==> src/hw/rtl/start_stop_character_receiver_top_assert.svh <==
// ---------------------------------------------------------------------------
// Start-stop receiver assertion macros
// Shared concurrent assertion forms for the receiver modules.
// ---------------------------------------------------------------------------
`ifndef START_STOP_CHARACTER_RECEIVER_TOP_ASSERT_SVH
`define START_STOP_CHARACTER_RECEIVER_TOP_ASSERT_SVH

// same-cycle implication
`define SSR_ASSERT_NOW(label, clk, rst, ante, cons) \
   label: assert property (@(posedge clk) disable iff (rst) (ante) |-> (cons)) \
      else $error("ssr assertion failed");

// next-cycle implication
`define SSR_ASSERT_NEXT(label, clk, rst, ante, cons) \
   label: assert property (@(posedge clk) disable iff (rst) (ante) |=> (cons)) \
      else $error("ssr assertion failed");

`endif

==> src/hw/rtl/ssr_pkg.sv <==
// ---------------------------------------------------------------------------
// Start-stop receiver package
// Widths, codes, types and helper functions shared by the receiver.
// ---------------------------------------------------------------------------
package ssr_pkg;

   localparam int PERIOD_W       = 11;
   localparam int BITS_W         = 4;
   localparam int PMODE_W        = 3;
   localparam int IDX_W          = 4;
   localparam int SHIFT_W        = 9;
   localparam int CODE_W         = 8;
   localparam int CSR_IDX_W      = 2;
   localparam int CSR_DATA_W     = 11;
   localparam int REQ_DATA_W     = 8;
   localparam int RSP_DATA_W     = 16;

   localparam logic [PERIOD_W-1:0] MIN_BIT_PERIOD = 11'd2;
   localparam logic [PERIOD_W-1:0] MAX_BIT_PERIOD = 11'd1024;
   localparam logic [PERIOD_W-1:0] RST_BIT_PERIOD = 11'd176;
   localparam logic [BITS_W-1:0]   MIN_DATA_BITS  = 4'd5;
   localparam logic [BITS_W-1:0]   MAX_DATA_BITS  = 4'd8;
   localparam logic [IDX_W-1:0]    IDX_LIMIT      = 4'd15;
   localparam logic [IDX_W-1:0]    IDX_PEAK       = 4'd9;

   localparam logic [PMODE_W-1:0] PAR_NONE = 3'd0;
   localparam logic [PMODE_W-1:0] PAR_EVEN = 3'd1;
   localparam logic [PMODE_W-1:0] PAR_ODD  = 3'd2;
   localparam logic [PMODE_W-1:0] PAR_ZERO = 3'd3;
   localparam logic [PMODE_W-1:0] PAR_ONE  = 3'd4;

   typedef enum logic [CSR_IDX_W-1:0] {
      CSR_BIT_PERIOD  = 2'd0,
      CSR_DATA_BITS   = 2'd1,
      CSR_PARITY_MODE = 2'd2,
      CSR_MSB_FIRST   = 2'd3
   } csr_index_type;

   typedef enum logic [5:0] {
      PH_IDLE   = 6'b000001,
      PH_START  = 6'b000010,
      PH_DATA   = 6'b000100,
      PH_PARITY = 6'b001000,
      PH_STOP   = 6'b010000,
      PH_GUARD  = 6'b100000
   } phase_type;

   typedef struct packed {
      logic [PERIOD_W-1:0] period;
      logic [BITS_W-1:0]   nbits;
      logic [PMODE_W-1:0]  parity_mode;
      logic                parity_on;
      logic                msb_first;
   } cfg_type;

   typedef struct packed {
      logic              parity_error;
      logic [CODE_W-1:0] char_code;
      logic              char_valid;
      logic              sample_strobe;
   } rsp_type;

   function automatic logic [CODE_W-1:0] low_mask(input logic [BITS_W-1:0] n);
      logic [CODE_W-1:0] m;
      m = '0;
      for (int i = 0; i < CODE_W; i++) begin
         m[i] = (BITS_W'(i) < n);
      end
      return m;
   endfunction

   function automatic logic [CODE_W-1:0] bit_reverse(input logic [CODE_W-1:0] d);
      logic [CODE_W-1:0] r;
      for (int i = 0; i < CODE_W; i++) begin
         r[i] = d[CODE_W-1-i];
      end
      return r;
   endfunction

endpackage

==> src/hw/rtl/start_stop_character_receiver_top.sv <==
// ---------------------------------------------------------------------------
// Start-stop character receiver
// Frames oversampled asynchronous characters from a stream of line samples.
// ---------------------------------------------------------------------------
//  channel  | direction | payload
//  req_     | in        | tdata[0] line_bit
//  rsp_     | out       | tdata[0] strobe, [1] char_valid, [9:2] code, [10] parity_error
//  csr_     | in        | index 0 period, 1 data bits, 2 parity mode, 3 msb first
//
//  One sample per cycle unless rsp_ stalls; each sample gives exactly one result transfer.
//  A sample passes through the input register, then the framer update into the
//  result register.
//  Reset is synchronous; it clears frame state and handshakes and loads default settings.
//  A stalled rsp_ side holds the result register and backs up into req_.
// ---------------------------------------------------------------------------
module start_stop_character_receiver_top import ssr_pkg::*; (
   input  logic                  clock,
   input  logic                  reset,
   input  logic                  req_tvalid,
   output logic                  req_tready,
   input  logic [REQ_DATA_W-1:0] req_tdata,   // [0] line_bit
   output logic                  rsp_tvalid,
   input  logic                  rsp_tready,
   output logic [RSP_DATA_W-1:0] rsp_tdata,   // [0] sample_strobe, [1] char_valid,
                                              // [9:2] char_code, [10] parity_error
   input  logic                  csr_we,
   input  logic [CSR_IDX_W-1:0]  csr_index,
   input  logic [CSR_DATA_W-1:0] csr_wdata
);

   cfg_type cfg;
   rsp_type res;
   logic    in_valid_ff;
   logic    in_bit_ff;
   logic    can_load;
   logic    advance;

   assign advance    = in_valid_ff && can_load;
   assign req_tready = !in_valid_ff || advance;

   always_ff @(posedge clock) begin
      if (reset) begin
         in_valid_ff <= 1'b0;
      end else if (req_tready) begin
         in_valid_ff <= req_tvalid;
      end
   end

   always_ff @(posedge clock) begin
      if (req_tready && req_tvalid) in_bit_ff <= req_tdata[0];
   end

   ssr_csr u_csr (
      .clock     (clock),
      .reset     (reset),
      .csr_we    (csr_we),
      .csr_index (csr_index),
      .csr_wdata (csr_wdata),
      .cfg       (cfg)
   );

   ssr_framer u_framer (
      .clock    (clock),
      .reset    (reset),
      .cfg      (cfg),
      .advance  (advance),
      .line_bit (in_bit_ff),
      .res      (res)
   );

   ssr_out_reg u_out (
      .clock      (clock),
      .reset      (reset),
      .load       (advance),
      .res        (res),
      .can_load   (can_load),
      .rsp_tvalid (rsp_tvalid),
      .rsp_tready (rsp_tready),
      .rsp_tdata  (rsp_tdata)
   );

endmodule

==> src/hw/rtl/ssr_csr.sv <==
// ---------------------------------------------------------------------------
// Start-stop receiver configuration registers
// Write decode, storage and range clamping of the receiver settings.
// ---------------------------------------------------------------------------
module ssr_csr import ssr_pkg::*; (
   input  logic                  clock,
   input  logic                  reset,
   input  logic                  csr_we,
   input  logic [CSR_IDX_W-1:0]  csr_index,
   input  logic [CSR_DATA_W-1:0] csr_wdata,
   output cfg_type               cfg
);

   logic [PERIOD_W-1:0] period_ff;
   logic [BITS_W-1:0]   nbits_ff;
   logic [PMODE_W-1:0]  pmode_ff;
   logic                msb_ff;

   always_ff @(posedge clock) begin
      if (reset) begin
         period_ff <= RST_BIT_PERIOD;
         nbits_ff  <= MIN_DATA_BITS;
         pmode_ff  <= PAR_NONE;
         msb_ff    <= 1'b0;
      end else if (csr_we) begin
         unique case (csr_index_type'(csr_index))
            CSR_BIT_PERIOD:  period_ff <= csr_wdata[PERIOD_W-1:0];
            CSR_DATA_BITS:   nbits_ff  <= csr_wdata[BITS_W-1:0];
            CSR_PARITY_MODE: pmode_ff  <= csr_wdata[PMODE_W-1:0];
            CSR_MSB_FIRST:   msb_ff    <= csr_wdata[0];
            default: ;
         endcase
      end
   end

   always_comb begin
      if (period_ff < MIN_BIT_PERIOD)      cfg.period = MIN_BIT_PERIOD;
      else if (period_ff > MAX_BIT_PERIOD) cfg.period = MAX_BIT_PERIOD;
      else                                 cfg.period = period_ff;
      if (nbits_ff < MIN_DATA_BITS)        cfg.nbits = MIN_DATA_BITS;
      else if (nbits_ff > MAX_DATA_BITS)   cfg.nbits = MAX_DATA_BITS;
      else                                 cfg.nbits = nbits_ff;
      cfg.parity_mode = pmode_ff;
      cfg.parity_on   = (pmode_ff >= PAR_EVEN) && (pmode_ff <= PAR_ONE);
      cfg.msb_first   = msb_ff;
   end

endmodule

==> src/hw/rtl/ssr_framer.sv <==
// ---------------------------------------------------------------------------
// Start-stop receiver framer
// Frame state machine: one sample per advance, result computed alongside.
// ---------------------------------------------------------------------------
module ssr_framer import ssr_pkg::*; (
   input  logic    clock,
   input  logic    reset,
   input  cfg_type cfg,
   input  logic    advance,
   input  logic    line_bit,
   output rsp_type res
);

`include "start_stop_character_receiver_top_assert.svh"

   phase_type           phase_ff, phase_in;
   logic [PERIOD_W-1:0] cd_ff, cd_in;
   logic [IDX_W-1:0]    idx_ff, idx_in;
   logic [SHIFT_W-1:0]  sh_ff, sh_in;

   logic [PERIOD_W-1:0] cd_dec;
   logic [PERIOD_W-1:0] half_period;
   logic                done;
   logic [IDX_W-1:0]    idx_put;
   logic [SHIFT_W-1:0]  sh_put;
   logic [CODE_W-1:0]   data;
   logic [CODE_W-1:0]   data_out;
   logic                pbit;
   logic                want;

   assign half_period = {1'b0, cfg.period[PERIOD_W-1:1]};
   assign cd_dec      = (cd_ff != '0) ? cd_ff - PERIOD_W'(1) : cd_ff;
   assign done        = (cd_dec == '0);
   assign idx_put     = (idx_ff < IDX_LIMIT) ? idx_ff + IDX_W'(1) : idx_ff;

   always_comb begin
      for (int i = 0; i < SHIFT_W; i++) begin
         sh_put[i] = sh_ff[i] | (line_bit && (idx_ff == IDX_W'(i)));
      end
   end

   always_comb begin
      data = sh_ff[CODE_W-1:0] & low_mask(cfg.nbits);
      pbit = sh_ff[cfg.nbits];
      case (cfg.parity_mode)
         PAR_EVEN: want = ^data;
         PAR_ODD:  want = ~(^data);
         PAR_ONE:  want = 1'b1;
         default:  want = 1'b0;
      endcase
      if (cfg.msb_first) data_out = bit_reverse(data) >> (MAX_DATA_BITS - cfg.nbits);
      else               data_out = data;
   end

   always_comb begin
      phase_in = phase_ff;
      cd_in    = cd_ff;
      idx_in   = idx_ff;
      sh_in    = sh_ff;
      res      = '0;
      unique case (phase_ff)
         PH_IDLE: begin
            if (!line_bit) begin
               phase_in = PH_START;
               cd_in    = half_period;
            end
         end
         PH_START: begin
            cd_in = cd_dec;
            if (done) begin
               if (!line_bit) begin
                  phase_in          = PH_DATA;
                  cd_in             = cfg.period;
                  idx_in            = '0;
                  sh_in             = '0;
                  res.sample_strobe = 1'b1;
               end else begin
                  phase_in = PH_IDLE;
               end
            end
         end
         PH_DATA: begin
            cd_in = cd_dec;
            if (done) begin
               idx_in            = idx_put;
               sh_in             = sh_put;
               cd_in             = cfg.period;
               res.sample_strobe = 1'b1;
            end
            if (idx_in >= cfg.nbits) begin
               phase_in = cfg.parity_on ? PH_PARITY : PH_STOP;
            end
         end
         PH_PARITY: begin
            cd_in = cd_dec;
            if (done) begin
               phase_in          = PH_STOP;
               idx_in            = idx_put;
               sh_in             = sh_put;
               cd_in             = cfg.period;
               res.sample_strobe = 1'b1;
            end
         end
         PH_STOP: begin
            cd_in = cd_dec;
            if (done) begin
               if (line_bit) begin
                  res.sample_strobe = 1'b1;
                  res.char_valid    = 1'b1;
                  if (cfg.parity_on && (pbit != want)) begin
                     res.parity_error = 1'b1;
                  end else begin
                     res.char_code = data_out;
                  end
               end
               phase_in = PH_GUARD;
               cd_in    = half_period;
            end
         end
         PH_GUARD: begin
            cd_in = cd_dec;
            if (done) phase_in = PH_IDLE;
         end
         default: begin
            phase_in = PH_IDLE;
         end
      endcase
   end

   always_ff @(posedge clock) begin
      if (reset) begin
         phase_ff <= PH_IDLE;
         cd_ff    <= '0;
         idx_ff   <= '0;
         sh_ff    <= '0;
      end else if (advance) begin
         phase_ff <= phase_in;
         cd_ff    <= cd_in;
         idx_ff   <= idx_in;
         sh_ff    <= sh_in;
      end
   end

   `SSR_ASSERT_NOW(a_idx_bound, clock, reset, 1'b1, idx_ff <= IDX_PEAK)
   `SSR_ASSERT_NOW(a_perr_code, clock, reset, res.parity_error,
                   res.char_valid && (res.char_code == '0))
   `SSR_ASSERT_NEXT(a_char_guard, clock, reset, advance && res.char_valid,
                    phase_ff == PH_GUARD)
   `SSR_ASSERT_NEXT(a_start_clear, clock, reset,
                    advance && (phase_ff == PH_START) && res.sample_strobe,
                    (idx_ff == '0) && (sh_ff == '0) && (phase_ff == PH_DATA))

endmodule

==> src/hw/rtl/ssr_out_reg.sv <==
// ---------------------------------------------------------------------------
// Start-stop receiver result register
// Holds one result transfer until the downstream side takes it.
// ---------------------------------------------------------------------------
module ssr_out_reg import ssr_pkg::*; (
   input  logic                  clock,
   input  logic                  reset,
   input  logic                  load,
   input  rsp_type               res,
   output logic                  can_load,
   output logic                  rsp_tvalid,
   input  logic                  rsp_tready,
   output logic [RSP_DATA_W-1:0] rsp_tdata
);

   logic    valid_ff;
   rsp_type data_ff;

   assign can_load   = !valid_ff || rsp_tready;
   assign rsp_tvalid = valid_ff;
   assign rsp_tdata  = RSP_DATA_W'(data_ff);

   always_ff @(posedge clock) begin
      if (reset) begin
         valid_ff <= 1'b0;
      end else if (load) begin
         valid_ff <= 1'b1;
      end else if (rsp_tready) begin
         valid_ff <= 1'b0;
      end
   end

   always_ff @(posedge clock) begin
      if (load) data_ff <= res;
   end

endmodule
==> config.mk <==
export PLATFORM = sky130hd
export DESIGN_NAME = start_stop_character_receiver_top
export DESIGN_NICKNAME = d
export VERILOG_FILES = /design/src/hw/rtl/ssr_pkg.sv /design/src/hw/rtl/start_stop_character_receiver_top.sv /design/src/hw/rtl/ssr_csr.sv /design/src/hw/rtl/ssr_framer.sv /design/src/hw/rtl/ssr_out_reg.sv
export VERILOG_INCLUDE_DIRS = /design/src /design/src/hw/rtl
export SDC_FILE = /design/constraint.sdc
export NUM_CORES = 1
export LEC_CHECK = 0
export BUFFER_PORTS_ARGS = -buffer_cell sky130_fd_sc_hd__buf_2
export CORE_ASPECT_RATIO = 0.75
export CORE_MARGIN = 1.5
export CORE_UTILIZATION = 57
export DETAILED_ROUTE_END_ITERATION = 8
export PLACE_DENSITY = 0.78
export SLEW_MARGIN = 25
export SYNTH_ARGS = -nofsm -noshare
export SYNTH_HDL_FRONTEND = slang
export SYNTH_SLANG_ARGS = --single-unit
export TNS_END_PERCENT = 1
==> constraint.sdc <==
create_clock -name clock -period 5.3 [get_ports clock]
set_input_delay 0.795 -clock clock [delete_from_list [all_inputs] [get_ports clock]]
set_output_delay 0.795 -clock clock [all_outputs]
set_load 0.1 [all_outputs]
==> results.json <==
{
  "antenna_found_initial": 0,
  "drv_cap": 0,
  "cp_max_fo": 14,
  "multi_input_area_um2": 2654,
  "arrival_ns": 4.75,
  "end_kind": "register",
  "num_rows": 27,
  "clock_latency_ns": 0.37,
  "cts_inserted_buffers": 9,
  "die_h_um": 78.01,
  "gp_congestion": 0.9613,
  "critPathSlowestCell": "or4_1",
  "finalHoldViolations": 0,
  "diodes": 0,
  "reg2reg_to": "u_framer.phase_ff[3]",
  "outcome": "completed",
  "crit_type": "reg2reg",
  "worst_hold_path_type": "reg2reg",
  "setup_tns_ns": 0,
  "p_sw_w": 0.0004043,
  "yosysUniqueCellTypes": 75,
  "irDropWorstVdd_v": 0.0001832,
  "yosys-top-cells-area": "dfxtp_1 (24%), edfxtp_1 (8.4%), mux2i_1 (4.7%), nor2_1 (4.2%), nand2_1 (4.1%)",
  "cts.clk_slew.worst_paths_ns": 0.08,
  "syn_area_um2": 4275,
  "synth_top_flop_cell": "dfxtp_1",
  "vias": 3979,
  "cts_tree": "done",
  "tightest_slew_ns": 0.9623,
  "cts_resized": 0,
  "dieArea_um2": 8035,
  "cp_cell_sequence": "inv_1 > ha_1 > or3b_1 > o41a_1 > nor2_2 > nand4bb_4 > nor3_2 > nand2_1 > mux2_1 > ha_1 > a21oi_1 > nor2b_1 > o21ai_0 > a21bo_2 > or4_1 > a21oi_1",
  "slowest_delay_ns": 0.52,
  "whs_endpoint": "u_csr.nbits_ff[2]",
  "yosysWarnings": 0,
  "dp_hpwl_um": 7537,
  "setup_viol": 0,
  "period_share_pct": 84.20,
  "port_buffers": 31,
  "relSlewSlack_pct": 35.30,
  "grt_setup_unrepaired": "no",
  "grt.overflow.total": 0,
  "regToRegStartpoint": "u_framer.cd_ff[1]",
  "worstSetupStartpointType": "register",
  "fmax_ghz": 0.2241,
  "reg2reg_depth": 16,
  "p_int_w": 0.0008278,
  "start_util_pct": 58.59,
  "grt_pass1_vias": 3512,
  "antenna_left": 0,
  "yosysMostFrequentCell": "dfxtp_1",
  "synth.largest_area_cell": "dfxtp_1",
  "area_growth_pct": 8.253,
  "fin_worst_skew_ns": 0.01939,
  "ys_seq_area_share_pct": 32.31,
  "clk_path_buf_depth": 2,
  "cts_hold_buf": 0,
  "hold_path_depth": 1,
  "power_w": 0.001232,
  "n_fill_cell": 622,
  "io-pin-count": 44,
  "drc_errors": 0,
  "grt_max_degree": 45,
  "min_from": "u_csr.nbits_ff[2]",
  "drt-initial-drc-count": 370,
  "core_area_um2": 7297,
  "p_seq_share_pct": 42.3,
  "leakage_nw": 1.741,
  "min_period_ns": 4.462,
  "routedWlPerCell_um": 16.82,
  "h-tree-depth": 3,
  "rrSetupSlack_ns": 0.84,
  "combPwrFrac_pct": 20.0,
  "postSynthCellCount": 514,
  "route.final.wire_length_um": 10600,
  "cts-root-buf": "clkbuf_8",
  "syn_avg_cell_area_um2": 8.318,
  "seqCellArea_um2": 1381,
  "nets": 562,
  "grt_usage_pct": 28.23,
  "final_util_pct": 63.43,
  "drtPass1Iterations": 5,
  "powerDensity_nw_per_um2": 266.2,
  "cts.sinks": 63,
  "grt_pass1_wl_um": 17500,
  "p_clk_share_pct": 37.8,
  "synth_edf_count": 12,
  "synth_commonest_cells": "dfxtp_1 (51), nor2_1 (48), nand2_1 (47)",
  "drv_slew": 0,
  "die_w_um": 103.0,
  "synth_top_area_share_pct": 23.88,
  "synth-seq-cells": 63,
  "postCtsSetupRepairBufs": 0,
  "required_ns": 5.58,
  "routed_via_density": 6.316,
  "drive_gt1_share_pct": 15.12,
  "switching_share_pct": 32.81,
  "async_flop_share_pct": 0
}
-- per-layer routing --
metal / vias to the layer above / track usage, % / routed length [µm] / part of all wire (%)
met5: - / 0 / 0 / 0
met4: 0 / 10.14 / 217 / 2.0
met3: 27 / 8.559 / 1043 / 9.8
met2: 219 / 37.83 / 4263 / 40
met1: 1821 / 42.13 / 5073 / 48
li1: 1912 / - / - / -
-- layout make-up --
cell class	count	area share (%)
sequential	63	29.85
tap	101	2.730
clock inverter	5	1.325
multi-input combinational	396	57.34
inverter	20	1.622
timing repair buffer	34	3.839
clock buffer	11	3.298
-- worst max-delay path: cells and delay by family, from the launching register on --
kind | cells | cell delay (ns)
mux | 1 | 0.35
buf+inv | 1 | 0.11
flops | 1 | 0.38
simple gates | 7 | 2.01
fa+ha+maj | 2 | 0.56
compound gates | 5 | 0.97
-- worst max-delay path by stage --
stage | end | slack [ns] | from | cells past startpoint
floorplan | u_framer.phase_ff[3] | 1.37 | u_framer.cd_ff[1] | 17
global placement | u_framer.phase_ff[3] | 1.02 | u_framer.cd_ff[1] | 16
detailed placement | u_framer.phase_ff[3] | 0.94 | u_framer.cd_ff[1] | 16
CTS | u_framer.phase_ff[3] | 0.90 | u_framer.cd_ff[0] | 16
global route | u_framer.phase_ff[3] | 0.49 | u_framer.cd_ff[0] | 17
finish | u_framer.phase_ff[3] | 0.84 | u_framer.cd_ff[1] | 16
-- power groups by stage --
stage / registers, W / clock network (W) / logic, W
5_1_grt: 0.000523 / 0.000487 / 0.000268
6_report: 0.000521 / 0.000465 / 0.000246
3_5_place_dp: 0.000531 / 0 / 0.000240
3_3_place_gp: 0.000530 / 0 / 0.000236
4_1_cts: 0.000520 / 0.000463 / 0.000241
2_1_floorplan: 0.000541 / 0 / 0.000194
-- flip-flops by register name, summed over array words and instances, names as in the netlist --
register and flops:
u_csr.period_ff 11, u_csr.pmode_ff 3, u_out.rsp_tdata 11, u_csr.nbits_ff 4, u_out.rsp_tvalid 1, in_bit_ff 1
u_framer.phase_ff 6, u_csr.msb_ff 1, u_framer.sh_ff 9, u_framer.idx_ff 4, u_framer.cd_ff 11, in_valid_ff 1
-- layout by cell type (no fill, tap or decap), types with 12 or more instances in the layout --
cell      count
nand3_1      16
edfxtp_1     12
nand2_1      47
dfxtp_1      51
o21ai_0      30
a21oi_1      33
buf_2        31
nor2_1       48
mux2i_1      20
inv_1        18
ha_1         12
-- cell families after synthesis --
family          count (synthesis)  synth area share, %
compound gates                142                22.97
fa+ha+maj                      12                3.512
buf+inv                        59                6.204
xor+xnor                       11                2.254
flops                          63                32.31
simple gates                  196                25.08
mux                            30                7.580
other cells                     1              0.08771
-- stage by stage --
stage | instance area, µm² | std cells | setup slack [ns] | hold WS [ns]
2_1_floorplan | 4290 | 518 | 1.372 | 0.4274
3_3_place_gp | 4404 | 614 | 1.020 | 0.4364
3_5_place_dp | 4409 | 614 | 0.9398 | 0.4596
4_1_cts | 4623 | 630 | 0.8999 | 0.4778
5_1_grt | 4628 | 630 | 0.4913 | 0.4962
6_report | 4628 | 630 | 0.8376 | 0.4699
(Power assumes the default switching activity.)
